## src/design/fed_pkg.sv

```systemverilog
//------------------------------------------------------------------------------
// fed_pkg
// Shared types, widths and register codes for the feedback echo delay core.
//------------------------------------------------------------------------------
`default_nettype none

package fed_pkg;

  localparam int SAMPLE_W         = 16;
  localparam int GAIN_W           = 16;
  localparam int DELAY_W          = 13;
  localparam int CFG_IDX_W        = 8;
  localparam int CFG_DATA_W       = 16;
  localparam int Q_FRAC           = 15;
  localparam int PROD_W           = SAMPLE_W + GAIN_W;
  localparam int SCALED_W         = PROD_W - Q_FRAC;
  localparam int SUM_W            = SCALED_W + 1;
  localparam int BUFFER_DEPTH_DEF = 4096;

  typedef logic signed [SAMPLE_W-1:0]   sample_t;
  typedef logic signed [GAIN_W-1:0]     gain_t;
  typedef logic        [DELAY_W-1:0]    delay_t;
  typedef logic        [CFG_IDX_W-1:0]  cfg_idx_t;
  typedef logic        [CFG_DATA_W-1:0] cfg_data_t;

  localparam gain_t   GAIN_RST   = 16'sd16384;
  localparam delay_t  DELAY_RST  = 13'd4096;
  localparam sample_t SAMPLE_MAX = 16'sh7FFF;
  localparam sample_t SAMPLE_MIN = 16'sh8000;

  typedef enum logic [CFG_IDX_W-1:0] {
    REG_FEEDBACK_GAIN = 8'd0,
    REG_DELAY_SAMPLES = 8'd1
  } cfg_reg_t;

  typedef struct packed {
    logic bypass;
    logic filled;
  } fed_ctl_t;

endpackage

`default_nettype wire

```

## src/design/fed_cfg_if.sv

```systemverilog
//------------------------------------------------------------------------------
// fed_cfg_if
// Register write channel: valid/ready handshake with index and write data.
//------------------------------------------------------------------------------
`default_nettype none

interface fed_cfg_if;
  import fed_pkg::*;

  logic      valid;
  logic      ready;
  cfg_idx_t  index;
  cfg_data_t data;

  modport source (output valid, output index, output data, input ready);
  modport sink   (input valid, input index, input data, output ready);
endinterface

`default_nettype wire

```

## src/design/fed_cfg_regs.sv

```systemverilog
//------------------------------------------------------------------------------
// fed_cfg_regs
// Feedback gain and delay registers, written through the register channel.
//------------------------------------------------------------------------------
`default_nettype none

module fed_cfg_regs (
  input  logic            clk,
  input  logic            rst_n,
  fed_cfg_if.sink         cfg,
  output fed_pkg::gain_t  gain,
  output fed_pkg::delay_t delay
);
  import fed_pkg::*;

  gain_t  gain_r;
  delay_t delay_r;

  assign cfg.ready = 1'b1;
  assign gain      = gain_r;
  assign delay     = delay_r;

  always_ff @(posedge clk) begin
    if (!rst_n) begin
      gain_r  <= GAIN_RST;
      delay_r <= DELAY_RST;
    end else if (cfg.valid) begin
      unique case (cfg_reg_t'(cfg.index))
        REG_FEEDBACK_GAIN: begin
          gain_r <= gain_t'(cfg.data);
        end
        REG_DELAY_SAMPLES: begin
          delay_r <= cfg.data[DELAY_W-1:0];
        end
        default: begin
        end
      endcase
    end
  end

endmodule

`default_nettype wire

```

## src/flat_wrapper.sv

```systemverilog
// flat-port wrapper written by rule: the top's interface ports become plain ports
module fed_cfg_regs_flat import fed_pkg::*;
  (clk, rst_n, gain, delay, cfg_valid, cfg_index, cfg_data, cfg_ready);
  fed_cfg_if cfg_i ();
  input  logic clk;
  input  logic rst_n;
  output fed_pkg::gain_t gain;
  output fed_pkg::delay_t delay;
  input wire logic [$bits(cfg_i.valid)-1:0] cfg_valid;
  input wire logic [$bits(cfg_i.index)-1:0] cfg_index;
  input wire logic [$bits(cfg_i.data)-1:0] cfg_data;
  output wire logic [$bits(cfg_i.ready)-1:0] cfg_ready;
  assign cfg_i.valid = cfg_valid;
  assign cfg_i.index = cfg_index;
  assign cfg_i.data = cfg_data;
  assign cfg_ready = cfg_i.ready;
  fed_cfg_regs u_core (.clk(clk), .rst_n(rst_n), .cfg(cfg_i), .gain(gain), .delay(delay));
endmodule
```

## config.mk

```make
export PLATFORM = sky130hd
export DESIGN_NAME = fed_cfg_regs_flat
export DESIGN_NICKNAME = d
export VERILOG_FILES = /design/src/design/fed_pkg.sv /design/src/design/fed_cfg_if.sv /design/src/design/fed_cfg_regs.sv /design/src/flat_wrapper.sv
export SDC_FILE = /design/constraint.sdc
export NUM_CORES = 1
export LEC_CHECK = 0
export ABC_AREA = 1
export BUFFER_PORTS_ARGS = -buffer_cell sky130_fd_sc_hd__buf_2
export CAP_MARGIN = 20
export CORE_ASPECT_RATIO = 1.2
export CORE_MARGIN = 4
export CORE_UTILIZATION = 41
export CTS_CLUSTER_DIAMETER = 100
export CTS_CLUSTER_SIZE = 8
export DETAILED_ROUTE_END_ITERATION = 6
export PLACE_DENSITY = 0.82
export SLEW_MARGIN = 25
export SYNTH_ARGS = -nofsm -noshare
export SYNTH_HDL_FRONTEND = slang
export SYNTH_SLANG_ARGS = --single-unit
```

## constraint.sdc

```tcl
create_clock -name clk -period 0.9 [get_ports clk]
set_input_delay 0.09 -clock clk [delete_from_list [all_inputs] [get_ports clk]]
set_output_delay 0.09 -clock clk [all_outputs]
set_load 0.05 [all_outputs]
```

==> After elaboration in Yosys (flattened, before gate mapping) <==
Index checks and enable logic that the tools add are counted.
{ "word_totals": {"register_bits": 29, "input_bits": 27} }
{ "classes": {"n_eq_ne": 1, "n_reduce_logical": 3} }
{ "op_table": {"columns": ["cell", "n"], "rows": [
  ["$eq A8 B1 Y1 const B", 1],
  ["$logic_not A8 Y1", 1],
  ["$reduce_and A2 Y1", 2]
]} }

==> Longest topological paths before layout <==
Gate-level depths: netlist of the first run.
{ "logic_depth": {"depth_word": 2, "depth_mapped": 7, "mapped_depth_nobuf": 6} }

==> Least setup slack after synthesis of the first run <==
Ideal clock, no wire load.
{ "synth_path": {"path_kind": "input -> register", "startpoint": "in cfg_index[7]", "endpoint": "reg u_core.gain_r[10], in the netlist u_core.gain[10]", "setup_ns": 0.114, "arrival_ns": 0.890, "required_time_ns": 0.786, "path_slack_ns": -0.105, "stages": 7, "n_path_buf": 1, "path_cell_list": "nor2_1 -> nand2_1 -> nor2_2 -> buf_4 -> nand3_1 -> nand2_1 -> nor2_1"} }
{ "synth_via": {"elab_chain_cells": 2} }
{ "synth_lines": {"columns": ["item", "line_no", "rtl"], "rows": [
  ["from (decl)", "flat_wrapper.sv:10", "input wire logic [$bits(cfg_i.index)-1:0] cfg_index;"],
  ["$logic_not A8 Y1", "fed_cfg_regs.sv:28", "unique case (cfg_reg_t'(cfg.index))"],
  ["$reduce_and A2 Y1 (no source line)", null, null],
  ["to (signal assigned)", "fed_cfg_regs.sv:30", "gain_r <= gain_t'(cfg.data);"],
  ["to (decl)", "fed_cfg_regs.sv:16", "gain_t gain_r;"]
]} }
No other way between the ends.
A chain may end at the register's enable or synchronous reset.

==> Worst setup path in the final report of the first run <==
{ "layout_path": {"startpoint": "reg u_core.delay_r[6], in the netlist u_core.delay[6]", "endpoint": "out delay[6]"} }
{ "layout_rtl": {"columns": ["item", "line_no", "rtl"], "rows": [
  ["from (decl)", "fed_cfg_regs.sv:17", "delay_t delay_r;"],
  ["from (signal assigned)", "fed_cfg_regs.sv:33", "delay_r <= cfg.data[DELAY_W-1:0];"],
  ["to (decl)", "flat_wrapper.sv:8", "output fed_pkg::delay_t delay;"]
]} }
No word-level cell between the ends.

==> impl_metrics.sql, run 1 <==
INSERT INTO impl_metrics (metric_group, metric, value, unit) VALUES
('logic_synthesis', 'yosys_warnings', '0', ''),
('placed_design', 'io_buffers', '55', ''),
('power_and_ir_drop', 'worst_ir_drop_on_vdd', '1.159', 'mV'),
('worst_setup_path', 'worst_path_dominant_cell_family', 'flip-flops', ''),
('timing', 'slew_viol_final', '0', ''),
('power_and_ir_drop', 'power.static_leakage', '0.9836', 'nW'),
('timing', 'max_clock_freq', '1067', 'MHz'),
('worst_setup_path', 'critical_path.endpoint_type', 'primary output', ''),
('final_layout', 'design.final.nets', '271', ''),
('power_and_ir_drop', 'comb_power_share', '0.106', ''),
('timing', 'final.min_clock_period', '0.9374', 'ns'),
('clock_network', 'clock_sinks', '29', ''),
('route', 'first_iter_violations', '51', ''),
('clock_network', 'cts.clk_slew.worst_paths', '0.09', 'ns'),
('run', 'max_cap_violations', '0', ''),
('worst_hold_path', 'whs_endpoint', 'u_core.gain[15]', ''),
('worst_setup_path', 'worstSetupPathType', 'reg -> out', ''),
('final_layout', 'layout.cell_area.non_filler', '2081', 'sq um'),
('clock_network', 'cts-root-to-sink-buffers', '2', ''),
('logic_synthesis', 'synthesized_area_per_cell', '6.981', 'sq um'),
('power_and_ir_drop', 'p_switching', '0.0006136', 'W'),
('status', 'outcome', 'complete, but fails checks', ''),
('final_layout', 'antenna_cells_inserted', '0', ''),
('die', 'floorplan.rows', '21', ''),
('grt', 'grt-ovfl-total', '0', ''),
('clock_network', 'cts_tree', 'built', ''),
('route', 'number_of_vias_per_cell', '4.867', ''),
('grt', 'grt_pass1_wl', '6016', 'microns'),
('timing', 'hold_violations', '0', ''),
('logic_synthesis', 'syn-cell-area', '1277', 'sq um'),
('route', 'detail_route.first_pass.iterations', '4', ''),
('clock_network', 'ctsRootBufferMaster', 'sky130_fd_sc_hd__clkbuf_4', ''),
('timing', 'timing.clock.skew', '0', 'ns'),
('die', 'core-area', '2890', 'sq um'),
('die', 'io_pins', '57', ''),
('route', 'drtAntennaViolNets', '0', ''),
('route', 'routed_via_count', '1358', ''),
('grt', 'first_global_vias', '1398', ''),
('status', 'violations', 'setup timing', ''),
('route', 'totalWireLength', '3474', 'microns'),
('die', 'die_height', '69.15', 'microns'),
('final_layout', 'nFillCells', '226', ''),
('logic_synthesis', 'synth.ff_latch_count', '29', ''),
('worst_hold_path', 'hp-class', 'in -> reg', ''),
('grt', 'maximum_number_of_pins_on_one_net_before_global_route_repair', '30', ''),
('worst_setup_path', 'timing.critical_path.slowest_stage_cell', 'sky130_fd_sc_hd__dfxtp_2', ''),
('grt', 'globalRouteMet2Util', '0.3022', ''),
('worst_setup_path', 'critical_path.max_fanout', '2', ''),
('worst_setup_path', 'startpoint_type', 'flip-flop', ''),
('timing', 'fin_ws', '-0.03738', 'ns'),
('timing', 'finalSetupTns', '-0.4613', 'ns'),
('logic_synthesis', 'synth_seq_area_share', '0.4545', ''),
('logic_synthesis', 'net_count_after_synthesis', '210', ''),
('timing', 'finalSetupViolCount', '29', ''),
('worst_setup_path', 'arrival', '0.85', 'ns'),
('clock_network', 'tritoncts.num_buffers', '5', ''),
('grt', 'grt_antenna_before_repair', '0', ''),
('worst_setup_path', 'worst_path_largest_cell_delay', '0.37', 'ns'),
('power_and_ir_drop', 'clk_network_pwr_share', '0.371', ''),
('power_and_ir_drop', 'power_density', '1180', 'nW/um^2'),
('route', 'wl_per_cell', '12.45', 'microns'),
('worst_setup_path', 'ff2ff_path_depth', '3', ''),
('route', 'detail_route.drc_violations', '0', ''),
('logic_synthesis', 'distinct_cell_type_count_after_synthesis', '16', ''),
('clock_network', 'worstSkewPairLatency', '0.32', 'ns'),
('worst_hold_path', 'hold_depth', '5', ''),
('placed_design', 'post_dp_cell_area', '1662', 'sq um'),
('logic_synthesis', 'post_synth_inst_count', '183', ''),
('grt', 'busiest_layer', 'met2', ''),
('final_layout', 'syn_to_final_growth', '62.88', '%'),
('final_layout', 'drive_above_1_share', '0.4571', '');
sequential cells by signal, indices dropped and copies added (netlist names):
name and count:
u_core.delay 13, u_core.gain 16
how the worst max path moves through the flow:
stage                         start         endpoint  slack (ns)
floorplan                 cfg_valid  u_core.gain[10]       -0.02
global placement       cfg_index[3]  u_core.gain[14]       -0.13
detailed placement        cfg_valid   u_core.gain[0]       -0.15
CTS                 u_core.delay[6]         delay[6]       -0.05
global route        u_core.delay[6]         delay[6]       -0.08
finish              u_core.delay[6]         delay[6]       -0.04
routing by layer:
| layer | routed length [microns] | part of all wire | vias to the layer above |
|---|---|---|---|
| li1 | - | - | 676 |
| met1 | 1311 | 0.38 | 603 |
| met2 | 1721 | 0.50 | 67 |
| met3 | 334 | 0.096 | 12 |
| met4 | 106 | 0.031 | 0 |
| met5 | 0 | 0 | - |
cells in the final DEF, fill, tap and decap left out, types with 3 or more instances in the layout:
cell                       Yosys  layout
sky130_fd_sc_hd__nor2_1       58      54
sky130_fd_sc_hd__nand2_1      31      29
sky130_fd_sc_hd__buf_4         3       3
sky130_fd_sc_hd__nand2_2       1       3
sky130_fd_sc_hd__clkbuf_4      0       5
sky130_fd_sc_hd__nand3_1      29      29
sky130_fd_sc_hd__buf_2         3      26
sky130_fd_sc_hd__dfxtp_2       0      29
sky130_fd_sc_hd__buf_12        0       4
sky130_fd_sc_hd__nor2_4        2       5
sky130_fd_sc_hd__inv_1        17      16
sky130_fd_sc_hd__buf_8         0      28
cell usage after synthesis:
master,number,area [sq um]
sky130_fd_sc_hd__buf_2,3,15.01
sky130_fd_sc_hd__buf_4,3,22.52
sky130_fd_sc_hd__buf_6,2,22.52
sky130_fd_sc_hd__clkbuf_1,2,7.510
sky130_fd_sc_hd__conb_1,1,3.750
sky130_fd_sc_hd__dfxtp_1,29,580.6
sky130_fd_sc_hd__inv_1,17,63.81
sky130_fd_sc_hd__nand2_1,31,116.4
sky130_fd_sc_hd__nand2_2,1,6.260
sky130_fd_sc_hd__nand3_1,29,145.1
sky130_fd_sc_hd__nand3_4,1,17.52
sky130_fd_sc_hd__nor2_1,58,217.7
sky130_fd_sc_hd__nor2_2,1,6.260
sky130_fd_sc_hd__nor2_4,2,22.52
sky130_fd_sc_hd__nor2_8,1,20.02
sky130_fd_sc_hd__o21ai_0,2,10.01
worst reg2reg max path: stages, from the launching register on:
cell                      delay [ns]
sky130_fd_sc_hd__dfxtp_2        0.34
sky130_fd_sc_hd__buf_4          0.12
sky130_fd_sc_hd__nor2_1         0.09
sky130_fd_sc_hd__nor2_1         0.05
logic make-up (layout without fill, tap and decap cells):
family | count (synthesis) | in the layout | synth area share
and+or+nand+nor | 124 | 124 | 0.4319
DFF | 29 | 29 | 0.4545
buffers and inverters | 27 | 89 | 0.1028
AOI/OAI and AO/OA | 2 | 2 | 0.007836
other | 1 | 1 | 0.002935
timing repair:
item / 4_1_cts / 5_1_grt
endpoints found under the hold margin: 2 / 0
hold buffers: 2 / 0
setup endpoints to repair: 29 / 29
setup buffers: 0 / 1
resized for setup: 103 / 11
metrics by stage:
step / setup slack (ns) / utilization / instances / power (W)
floorplan: -0.01826 / - / 183 / 0.001454
global placement: -0.1282 / 0.5749 / 268 / 0.001560
detailed placement: -0.1479 / 0.5749 / 268 / 0.001561
CTS: -0.04593 / 0.7030 / 278 / 0.002478
global route: -0.08307 / 0.7199 / 279 / 0.002579
finish: -0.03738 / 0.7199 / 279 / 0.002456
cell type report:
type | instances | area [sq um] | area share
clock buffer | 7 | 65.06 | 0.03127
clock inverter | 1 | 5.005 | 0.002405
inverter | 17 | 71.32 | 0.03428
multi-input combinational | 127 | 595.6 | 0.2862
sequential | 29 | 616.8 | 0.2965
tap | 34 | 42.54 | 0.02044
timing repair buffer | 64 | 684.4 | 0.3289
power by group through the flow:
stage / logic [W] / registers, W / clock network, W
after floorplan: 0.000128 / 0.00133 / 0
after global placement: 0.000244 / 0.00132 / 0
after detailed placement: 0.000245 / 0.00132 / 0
after CTS: 0.000257 / 0.00129 / 0.000934
after global routing: 0.000286 / 0.00129 / 0.00101
final: 0.000259 / 0.00129 / 0.000910
(Power assumes the default switching activity.)
==> run 2, diff against run 1 <==
--- a/config.mk
+++ b/config.mk
@@ -10,11 +10,11 @@
 export CAP_MARGIN = 20
 export CORE_ASPECT_RATIO = 1.2
 export CORE_MARGIN = 4
-export CORE_UTILIZATION = 41
+export CORE_UTILIZATION = 49
 export CTS_CLUSTER_DIAMETER = 100
 export CTS_CLUSTER_SIZE = 8
 export DETAILED_ROUTE_END_ITERATION = 6
-export PLACE_DENSITY = 0.82
+export PLACE_DENSITY = 0.91
 export SLEW_MARGIN = 25
 export SYNTH_ARGS = -nofsm -noshare
 export SYNTH_HDL_FRONTEND = slang
==> constraint.sdc (replaced) <==
create_clock -name clk -period 1.1 [get_ports clk]
set_input_delay 0.22 -clock clk [delete_from_list [all_inputs] [get_ports clk]]
set_output_delay 0.22 -clock clk [all_outputs]
set_load 0.05 [all_outputs]
==> impl_metrics.sql, run 2 (same netlist as run 1, synthesis figures left out) <==
INSERT INTO impl_metrics (metric_group, metric, value, unit) VALUES
('worst_hold_path', 'hold_depth', '3', ''),
('worst_setup_path', 'cp_num_buf_inv', '1', ''),
('worst_setup_path', 'ff2ff_path_depth', '2', ''),
('grt', 'grt_antenna_before_repair', '0', ''),
('power_and_ir_drop', 'design_power_total', '0.001831', 'W'),
('worst_hold_path', 'worst_hold_startpoint', 'cfg_data[14]', ''),
('timing', 'final_min_period_over_clock_period', '0.9808', ''),
('route', 'wl_per_cell', '12.00', 'microns'),
('clock_network', 'clock_sinks', '29', ''),
('clock_network', 'cts_tree', 'built', ''),
('timing', 'timing.clock.skew', '0', 'ns'),
('final_layout', 'final_common_cell', 'sky130_fd_sc_hd__nor2_1', ''),
('final_layout', 'syn_to_final_growth', '46.33', '%'),
('timing', 'final.min_clock_period', '1.079', 'ns'),
('final_layout', 'design.final.nets', '268', ''),
('grt', 'grt-ovfl-total', '0', ''),
('worst_setup_path', 'cp_cell_sequence', 'buf_8', ''),
('run', 'max_cap_violations', '0', ''),
('timing', 'slew_viol_final', '0', ''),
('worst_setup_path', 'worst_path_largest_cell_delay', '0.37', 'ns'),
('worst_setup_path', 'timing.critical_path.slowest_stage_cell', 'sky130_fd_sc_hd__dfxtp_2', ''),
('die', 'floorplan.rows', '20', ''),
('route', 'drtAntennaViolNets', '0', ''),
('clock_network', 'total_setup_buffers_inserted_after_cts', '0', ''),
('clock_network', 'cts-root-to-sink-buffers', '2', ''),
('clock_network', 'cts_htree_levels', '2', ''),
('timing', 'finalSetupTns', '0', 'ns'),
('final_layout', 'final_cell_mix', '56 x sky130_fd_sc_hd__nor2_1, 31 x sky130_fd_sc_hd__nand2_1, 29 x sky130_fd_sc_hd__nand3_1, 27 x sky130_fd_sc_hd__buf_6, 26 x sky130_fd_sc_hd__buf_2', ''),
('die', 'io_pins', '57', ''),
('worst_setup_path', 'regToRegStartpoint', 'u_core.delay[12]', ''),
('final_layout', 'nFillCells', '202', ''),
('final_layout', 'antenna_cells_inserted', '0', ''),
('worst_setup_path', 'startpoint_type', 'flip-flop', ''),
('final_layout', 'largest_register_ff_count', '16', ''),
('die', 'die_x', '54.61', 'microns'),
('worst_setup_path', 'worst-endpoint-required', '0.88', 'ns'),
('route', 'first_iter_violations', '53', ''),
('worst_hold_path', 'hp-class', 'in -> reg', ''),
('final_layout', 'drive_above_1_share', '0.4132', ''),
('placed_design', 'gp_routability_congestion', '0.8157', ''),
('status', 'outcome', 'completed', ''),
('worst_setup_path', 'r2r_setup_slack', '0.44', 'ns'),
('grt', 'first_global_vias', '1279', ''),
('route', 'totalWireLength', '3299', 'microns'),
('placed_design', 'place.detailed.hpwl', '2389', 'microns'),
('worst_setup_path', 'r2r-end', 'u_core.delay[12]', ''),
('power_and_ir_drop', 'power_density', '979.7', 'nW/um^2'),
('timing', 'finalSetupViolCount', '0', ''),
('clock_network', 'postCtsHoldBufs', '0', ''),
('timing', 'max_clock_freq', '926.9', 'MHz'),
('placed_design', 'io_buffers', '55', ''),
('route', 'routed_via_count', '1310', ''),
('worst_hold_path', 'whs_endpoint', 'u_core.gain[14]', ''),
('die', 'die_height', '63.93', 'microns'),
('worst_setup_path', 'critical_path.endpoint_type', 'primary output', ''),
('die', 'dieArea', '3491', 'sq um'),
('grt', 'grt.total_usage', '0.2103', ''),
('worst_setup_path', 'worstSetupPathType', 'reg -> out', ''),
('clock_network', 'worstSkewPairLatency', '0.33', 'ns'),
('route', 'number_of_vias_per_cell', '4.764', ''),
('route', 'detail_route.drc_violations', '0', ''),
('power_and_ir_drop', 'worst_ir_drop_on_vdd', '0.9974', 'mV'),
('power_and_ir_drop', 'power.static_leakage', '0.9023', 'nW'),
('clock_network', 'ctsRootBufferMaster', 'sky130_fd_sc_hd__clkbuf_4', ''),
('die', 'core-area', '2527', 'sq um'),
('grt', 'maximum_number_of_pins_on_one_net_before_global_route_repair', '30', ''),
('die', 'floorplan.initialDensity', '0.5054', ''),
('clock_network', 'cts.clk_slew.worst_paths', '0.09', 'ns'),
('timing', 'hold_violations', '0', ''),
('worst_setup_path', 'worst_path_dominant_cell_family', 'flip-flops', ''),
('route', 'detail_route.first_pass.iterations', '4', ''),
('grt', 'grt_pass1_wl', '5388', 'microns'),
('worst_setup_path', 'arrival', '0.86', 'ns'),
('clock_network', 'tritoncts.num_buffers', '5', ''),
('worst_setup_path', 'critical_path.max_fanout', '2', '');
[run 2: cell types whose count changed in the layout (fill, tap and decap cells not counted), sizes merged]
cell and change:
dlygate4sd3 -2, buf -1, clkbuf -1, clkinv +1
[run 2: area by class of cell]
type,count,area (sq um),area share
sequential,29,610.6,0.3266
multi-input combinational,127,575.6,0.3079
timing repair buffer,61,526.8,0.2818
inverter,17,63.81,0.03414
clock buffer,6,41.29,0.02209
tap,33,41.29,0.02209
clock inverter,2,10.01,0.005355
[run 2: metrics by stage]
| stage | setup WS, ns | std cells | hold WS [ns] | instance area (sq um) | utilization |
|---|---|---|---|---|---|
| 4_1_cts | 0.0004997 | 275 | 0.08891 | 1789 | 0.7079 |
| 5_1_grt | -0.004272 | 275 | 0.1085 | 1869 | 0.7396 |
| 6_report | 0.02109 | 275 | 0.1024 | 1869 | 0.7396 |
| 3_3_place_gp | -0.1116 | 267 | 0.4353 | 1607 | 0.6356 |
| 3_5_place_dp | -0.1438 | 267 | 0.4413 | 1607 | 0.6356 |
| 2_1_floorplan | 0.006889 | 183 | 0.3462 | 1287 | - |
[run 2: routing by layer]
| metal | vias up | track usage | routed length (microns) |
|---|---|---|---|
| met5 | - | 0 | 0 |
| met2 | 69 | 0.3269 | 1710 |
| met3 | 9 | 0.06294 | 289 |
| met4 | 0 | 0.1277 | 73 |
| li1 | 671 | - | - |
| met1 | 561 | 0.2427 | 1226 |
[run 2: timing repair]
action / CTS / global route
gates resized for setup: 46 / 36
setup endpoints to repair: 29 / 25
pin swaps: 0 / 0
[run 2: worst max-delay path by stage]
stage / slack, ns / cells past startpoint / endpoint / start
2_1_floorplan: 0.007 / 7 / u_core.delay[10] / cfg_index[3]
3_3_place_gp: -0.11 / 8 / u_core.delay[7] / cfg_index[3]
3_5_place_dp: -0.14 / 8 / u_core.delay[3] / cfg_index[3]
4_1_cts: 0.0005 / 1 / gain[0] / u_core.gain[0]
5_1_grt: -0.004 / 1 / delay[0] / u_core.delay[0]
6_report: 0.02 / 1 / delay[0] / u_core.delay[0]
[run 2: where the power goes]
group / leakage [nW] / switching (W) / internal [W]
Sequential: 0.244 / 0.00000170 / 0.00105
Combinational: 0.626 / 0.000113 / 0.0000653
Clock: 0.0320 / 0.000358 / 0.000243
==> run 3, diff against run 2 <==
--- a/config.mk
+++ b/config.mk
@@ -7,7 +7,7 @@
 export LEC_CHECK = 0
 export ABC_AREA = 1
 export BUFFER_PORTS_ARGS = -buffer_cell sky130_fd_sc_hd__buf_2
-export CAP_MARGIN = 20
+export CAP_MARGIN = 25
 export CORE_ASPECT_RATIO = 1.2
 export CORE_MARGIN = 4
 export CORE_UTILIZATION = 49
@@ -15,6 +15,7 @@
 export CTS_CLUSTER_SIZE = 8
 export DETAILED_ROUTE_END_ITERATION = 6
 export PLACE_DENSITY = 0.91
+export SETUP_SLACK_MARGIN = 0.4
 export SLEW_MARGIN = 25
 export SYNTH_ARGS = -nofsm -noshare
 export SYNTH_HDL_FRONTEND = slang
==> impl_metrics.sql, run 3 <==
INSERT INTO impl_metrics (metric_group, metric, value, unit) VALUES
('status', 'outcome', 'stopped before the end', ''),
('status', 'failed_stage', 'global routing (5_1_grt)', ''),
('status', 'error_message', '[ERROR DPL-0038] Utilization greater than 100%, impossible to legalize', ''),
('logic_synthesis', 'synth.top_cell.area_share', '0.4545', ''),
('die', 'floorplan.rows', '20', ''),
('grt', 'maximum_number_of_pins_on_one_net_before_global_route_repair', '30', ''),
('die', 'die_x', '54.61', 'microns'),
('clock_network', 'cts_htree_levels', '2', ''),
('logic_synthesis', 'synthTopCellsByCount', '58 x sky130_fd_sc_hd__nor2_1, 31 x sky130_fd_sc_hd__nand2_1, 29 x sky130_fd_sc_hd__dfxtp_1, 29 x sky130_fd_sc_hd__nand3_1, 17 x sky130_fd_sc_hd__inv_1', ''),
('logic_synthesis', 'synth.ff_latch_count', '29', ''),
('logic_synthesis', 'net_count_after_synthesis', '210', ''),
('logic_synthesis', 'yosys_most_used_dff', 'sky130_fd_sc_hd__dfxtp_1', ''),
('logic_synthesis', 'post_synth_inst_count', '183', ''),
('die', 'floorplan.initialDensity', '0.5054', ''),
('logic_synthesis', 'number_of_flops_mapped_to_enable_cells_by_yosys', '0', ''),
('clock_network', 'cts-root-to-sink-buffers', '2', ''),
('logic_synthesis', 'yosys.cell_count.top_type', 'sky130_fd_sc_hd__nor2_1', ''),
('die', 'die_height', '63.93', 'microns'),
('placed_design', 'gp_routability_congestion', '0.7813', ''),
('logic_synthesis', 'distinct_cell_type_count_after_synthesis', '16', ''),
('placed_design', 'io_buffers', '55', ''),
('logic_synthesis', 'synth_area_leader_cell', 'sky130_fd_sc_hd__dfxtp_1', ''),
('placed_design', 'place.detailed.hpwl', '2215', 'microns'),
('logic_synthesis', 'post_synth_main_area_contributors', 'sky130_fd_sc_hd__dfxtp_1 45%, sky130_fd_sc_hd__nor2_1 17%, sky130_fd_sc_hd__nand3_1 11%', ''),
('timing', 'worstEndpointGrtRepair', 'delay[12]', ''),
('clock_network', 'ctsRootBufferMaster', 'sky130_fd_sc_hd__clkbuf_4', ''),
('logic_synthesis', 'synthesized_area_per_cell', '6.981', 'sq um'),
('logic_synthesis', 'synth_seq_area_share', '0.4545', ''),
('timing', 'timing.worst_endpoint.kind', 'output port', ''),
('logic_synthesis', 'yosys_warnings', '0', ''),
('logic_synthesis', 'postSynth.asyncResetShare', '0', ''),
('clock_network', 'clock_sinks', '29', ''),
('logic_synthesis', 'syn-cell-area', '1277', 'sq um'),
('die', 'io_pins', '57', ''),
('clock_network', 'tritoncts.num_buffers', '5', '');
-- run 3: repair_timing --
| action | 4_1_cts |
|---|---|
| gates resized for setup | 94 |
| hold buffers | 0 |
| endpoints found under the setup margin | 58 |
| cloned | 3 |
| pin swaps | 15 |
| setup buffers | 7 |
-- run 3: kinds of logic after synthesis --
kind of cell	synth area share
other cells	0.002935
flops	0.4545
compound gates	0.007836
simple gates	0.4319
buf+inv	0.1028
-- run 3: through the flow --
stage | instances | hold slack (ns) | worst slack (ns) | cell area (sq um)
floorplan | 183 | 0.3461 | 0.05783 | 1384
global placement | 266 | 0.4361 | -0.08554 | 1675
detailed placement | 266 | 0.4440 | -0.1027 | 1675
CTS | 283 | 0.1028 | 0.02827 | 2181
==> run 4, diff against run 3 <==
--- a/config.mk
+++ b/config.mk
@@ -8,14 +8,10 @@
 export ABC_AREA = 1
 export BUFFER_PORTS_ARGS = -buffer_cell sky130_fd_sc_hd__buf_2
 export CAP_MARGIN = 25
-export CORE_ASPECT_RATIO = 1.2
-export CORE_MARGIN = 4
-export CORE_UTILIZATION = 49
-export CTS_CLUSTER_DIAMETER = 100
-export CTS_CLUSTER_SIZE = 8
+export CORE_AREA = 4 4 65 67
 export DETAILED_ROUTE_END_ITERATION = 6
-export PLACE_DENSITY = 0.91
-export SETUP_SLACK_MARGIN = 0.4
+export DIE_AREA = 0 0 69 71
+export PLACE_DENSITY_LB_ADDON = 0.15
 export SLEW_MARGIN = 25
 export SYNTH_ARGS = -nofsm -noshare
 export SYNTH_HDL_FRONTEND = slang
==> impl_metrics.sql, run 4 (same netlist as run 1, synthesis figures left out) <==
INSERT INTO impl_metrics (metric_group, metric, value, unit) VALUES
('power_and_ir_drop', 'power.static_leakage', '0.8692', 'nW'),
('worst_setup_path', 'regToRegStartpoint', 'u_core.delay[12]', ''),
('worst_setup_path', 'r2r_setup_slack', '0.52', 'ns'),
('worst_setup_path', 'worstSetupPathType', 'reg -> out', ''),
('die', 'floorplan.initialDensity', '0.3516', ''),
('timing', 'final.min_clock_period', '1.075', 'ns'),
('worst_setup_path', 'arrival', '0.85', 'ns'),
('final_layout', 'nFillCells', '413', ''),
('clock_network', 'tritoncts.num_buffers', '5', ''),
('timing', 'timing.clock.skew', '0', 'ns'),
('final_layout', 'final_cell_mix', '56 x sky130_fd_sc_hd__nor2_1, 31 x sky130_fd_sc_hd__nand2_1, 29 x sky130_fd_sc_hd__nand3_1, 29 x sky130_fd_sc_hd__dfxtp_1, 28 x sky130_fd_sc_hd__buf_2', ''),
('route', 'wl_per_cell', '10.65', 'microns'),
('grt', 'grt.total_usage', '0.1361', ''),
('timing', 'hold_violations', '0', ''),
('grt', 'grt_antenna_before_repair', '0', ''),
('timing', 'finalSetupViolCount', '0', ''),
('timing', 'unrepaired_setup_endpoints_after_global_routing', 'no', ''),
('worst_setup_path', 'cp_cell_sequence', 'buf_2', ''),
('power_and_ir_drop', 'power_density', '1180', 'nW/um^2'),
('route', 'number_of_vias_per_cell', '4.358', ''),
('timing', 'slew_viol_final', '0', ''),
('final_layout', 'largest_register_ff_count', '16', ''),
('worst_setup_path', 'startpoint_type', 'flip-flop', ''),
('grt', 'first_global_vias', '1256', ''),
('final_layout', 'syn_to_final_growth', '38.69', '%'),
('worst_setup_path', 'critical_path.max_fanout', '2', ''),
('placed_design', 'gp_routability_congestion', '0.7293', ''),
('grt', 'grt-ovfl-total', '0', ''),
('grt', 'maximum_number_of_pins_on_one_net_before_global_route_repair', '30', ''),
('placed_design', 'place.detailed.hpwl', '2354', 'microns'),
('clock_network', 'ctsRootBufferMaster', 'sky130_fd_sc_hd__clkbuf_8', ''),
('timing', 'fin_ws', '0.02507', 'ns'),
('final_layout', 'final_common_cell', 'sky130_fd_sc_hd__nor2_1', ''),
('route', 'first_iter_violations', '73', ''),
('worst_hold_path', 'whs_endpoint', 'u_core.gain[14]', ''),
('clock_network', 'clock_sinks', '29', ''),
('die', 'core-area', '3633', 'sq um'),
('power_and_ir_drop', 'worst_ir_drop_on_vdd', '0.7489', 'mV'),
('worst_setup_path', 'cp_num_buf_inv', '1', ''),
('route', 'detail_route.first_pass.iterations', '4', ''),
('die', 'floorplan.rows', '22', ''),
('worst_setup_path', 'worst-endpoint-required', '0.88', 'ns'),
('die', 'die_x', '69', 'microns'),
('final_layout', 'design.final.nets', '267', ''),
('worst_hold_path', 'hold_depth', '3', ''),
('die', 'die_height', '71', 'microns'),
('clock_network', 'worstSkewPairLatency', '0.27', 'ns'),
('timing', 'max_clock_freq', '930.3', 'MHz'),
('status', 'outcome', 'completed', ''),
('clock_network', 'cts_tree', 'built', ''),
('route', 'routed_via_count', '1255', ''),
('final_layout', 'antenna_cells_inserted', '0', ''),
('worst_hold_path', 'worst_hold_startpoint', 'cfg_data[14]', ''),
('clock_network', 'cts-root-to-sink-buffers', '2', ''),
('run', 'max_cap_violations', '0', ''),
('final_layout', 'drive_above_1_share', '0.3083', ''),
('worst_setup_path', 'worst_path_dominant_cell_family', 'flip-flops', ''),
('placed_design', 'dpl_worst_slack', '-0.1606', 'ns'),
('worst_setup_path', 'worst_path_largest_cell_delay', '0.32', 'ns'),
('clock_network', 'cts_htree_levels', '2', ''),
('worst_setup_path', 'critical_path.endpoint_type', 'primary output', ''),
('worst_setup_path', 'ff2ff_path_depth', '2', ''),
('worst_setup_path', 'startpoint', 'u_core.gain[10]', ''),
('worst_setup_path', 'timing.critical_path.slowest_stage_cell', 'sky130_fd_sc_hd__dfxtp_1', ''),
('clock_network', 'cts.clk_slew.worst_paths', '0.06', 'ns'),
('grt', 'grt_pass1_wl', '5416', 'microns'),
('placed_design', 'io_buffers', '55', ''),
('route', 'detail_route.drc_violations', '0', ''),
('die', 'dieArea', '4899', 'sq um'),
('timing', 'final_min_period_over_clock_period', '0.9772', ''),
('die', 'io_pins', '57', ''),
('worst_setup_path', 'r2r-end', 'u_core.delay[12]', ''),
('final_layout', 'final_util', '0.4876', ''),
('route', 'totalWireLength', '3067', 'microns'),
('route', 'drtAntennaViolNets', '0', ''),
('worst_hold_path', 'hp-class', 'in -> reg', '');
==> run 4: report_power, final <==
group          switching, W  internal [W]
sequential       0.00000122       0.00105
combinational      0.000113     0.0000718
clock              0.000357      0.000495
total              0.000470       0.00162
==> run 4: worst max path at each step <==
| stage | end | slack, ns | cells past startpoint |
|---|---|---|---|
| floorplan | u_core.delay[10] | 0.007 | 7 |
| global placement | u_core.delay[12] | -0.17 | 7 |
| CTS | gain[9] | 0.002 | 1 |
| global route | gain[6] | 0.0006 | 1 |
| detailed placement | u_core.delay[12] | -0.16 | 7 |
| finish | gain[10] | 0.03 | 1 |
==> run 4: metrics by stage <==
step | total power, W | area, sq um | cells | TNS (ns) | hold WS, ns
CTS | 0.002132 | 1729 | 288 | 0 | 0.1495
global placement | 0.001263 | 1618 | 281 | -3.173 | 0.4372
detailed placement | 0.001261 | 1618 | 281 | -3.206 | 0.4459
finish | 0.002090 | 1772 | 288 | 0 | 0.1589
global route | 0.002184 | 1772 | 288 | 0 | 0.1653
floorplan | 0.001185 | 1287 | 183 | 0 | 0.3462
==> run 4: routing by layer <==
metal,vias to the layer above,part of all wire,global-route usage
li1,670,-,-
met1,530,0.47,0.1598
met2,49,0.44,0.2193
met3,6,0.082,0.05114
met4,0,0.014,0.06508
met5,-,0,0
==> run 4: layout make-up <==
type	count	area, sq um	share of cell area
inverter	17	63.81	0.03602
clock buffer	7	86.33	0.04873
sequential	29	580.6	0.3277
timing repair buffer	60	405.4	0.2288
tap	48	60.06	0.03390
multi-input combinational	127	575.6	0.3249
==> run 4: what timing repair did <==
action                                 in CTS  in global routing
hold buffers                                0                  0
gates resized for setup                    10                 17
setup endpoints to repair                  10                 17
endpoints found under the hold margin       0                  0
buffers inserted                            0                  0
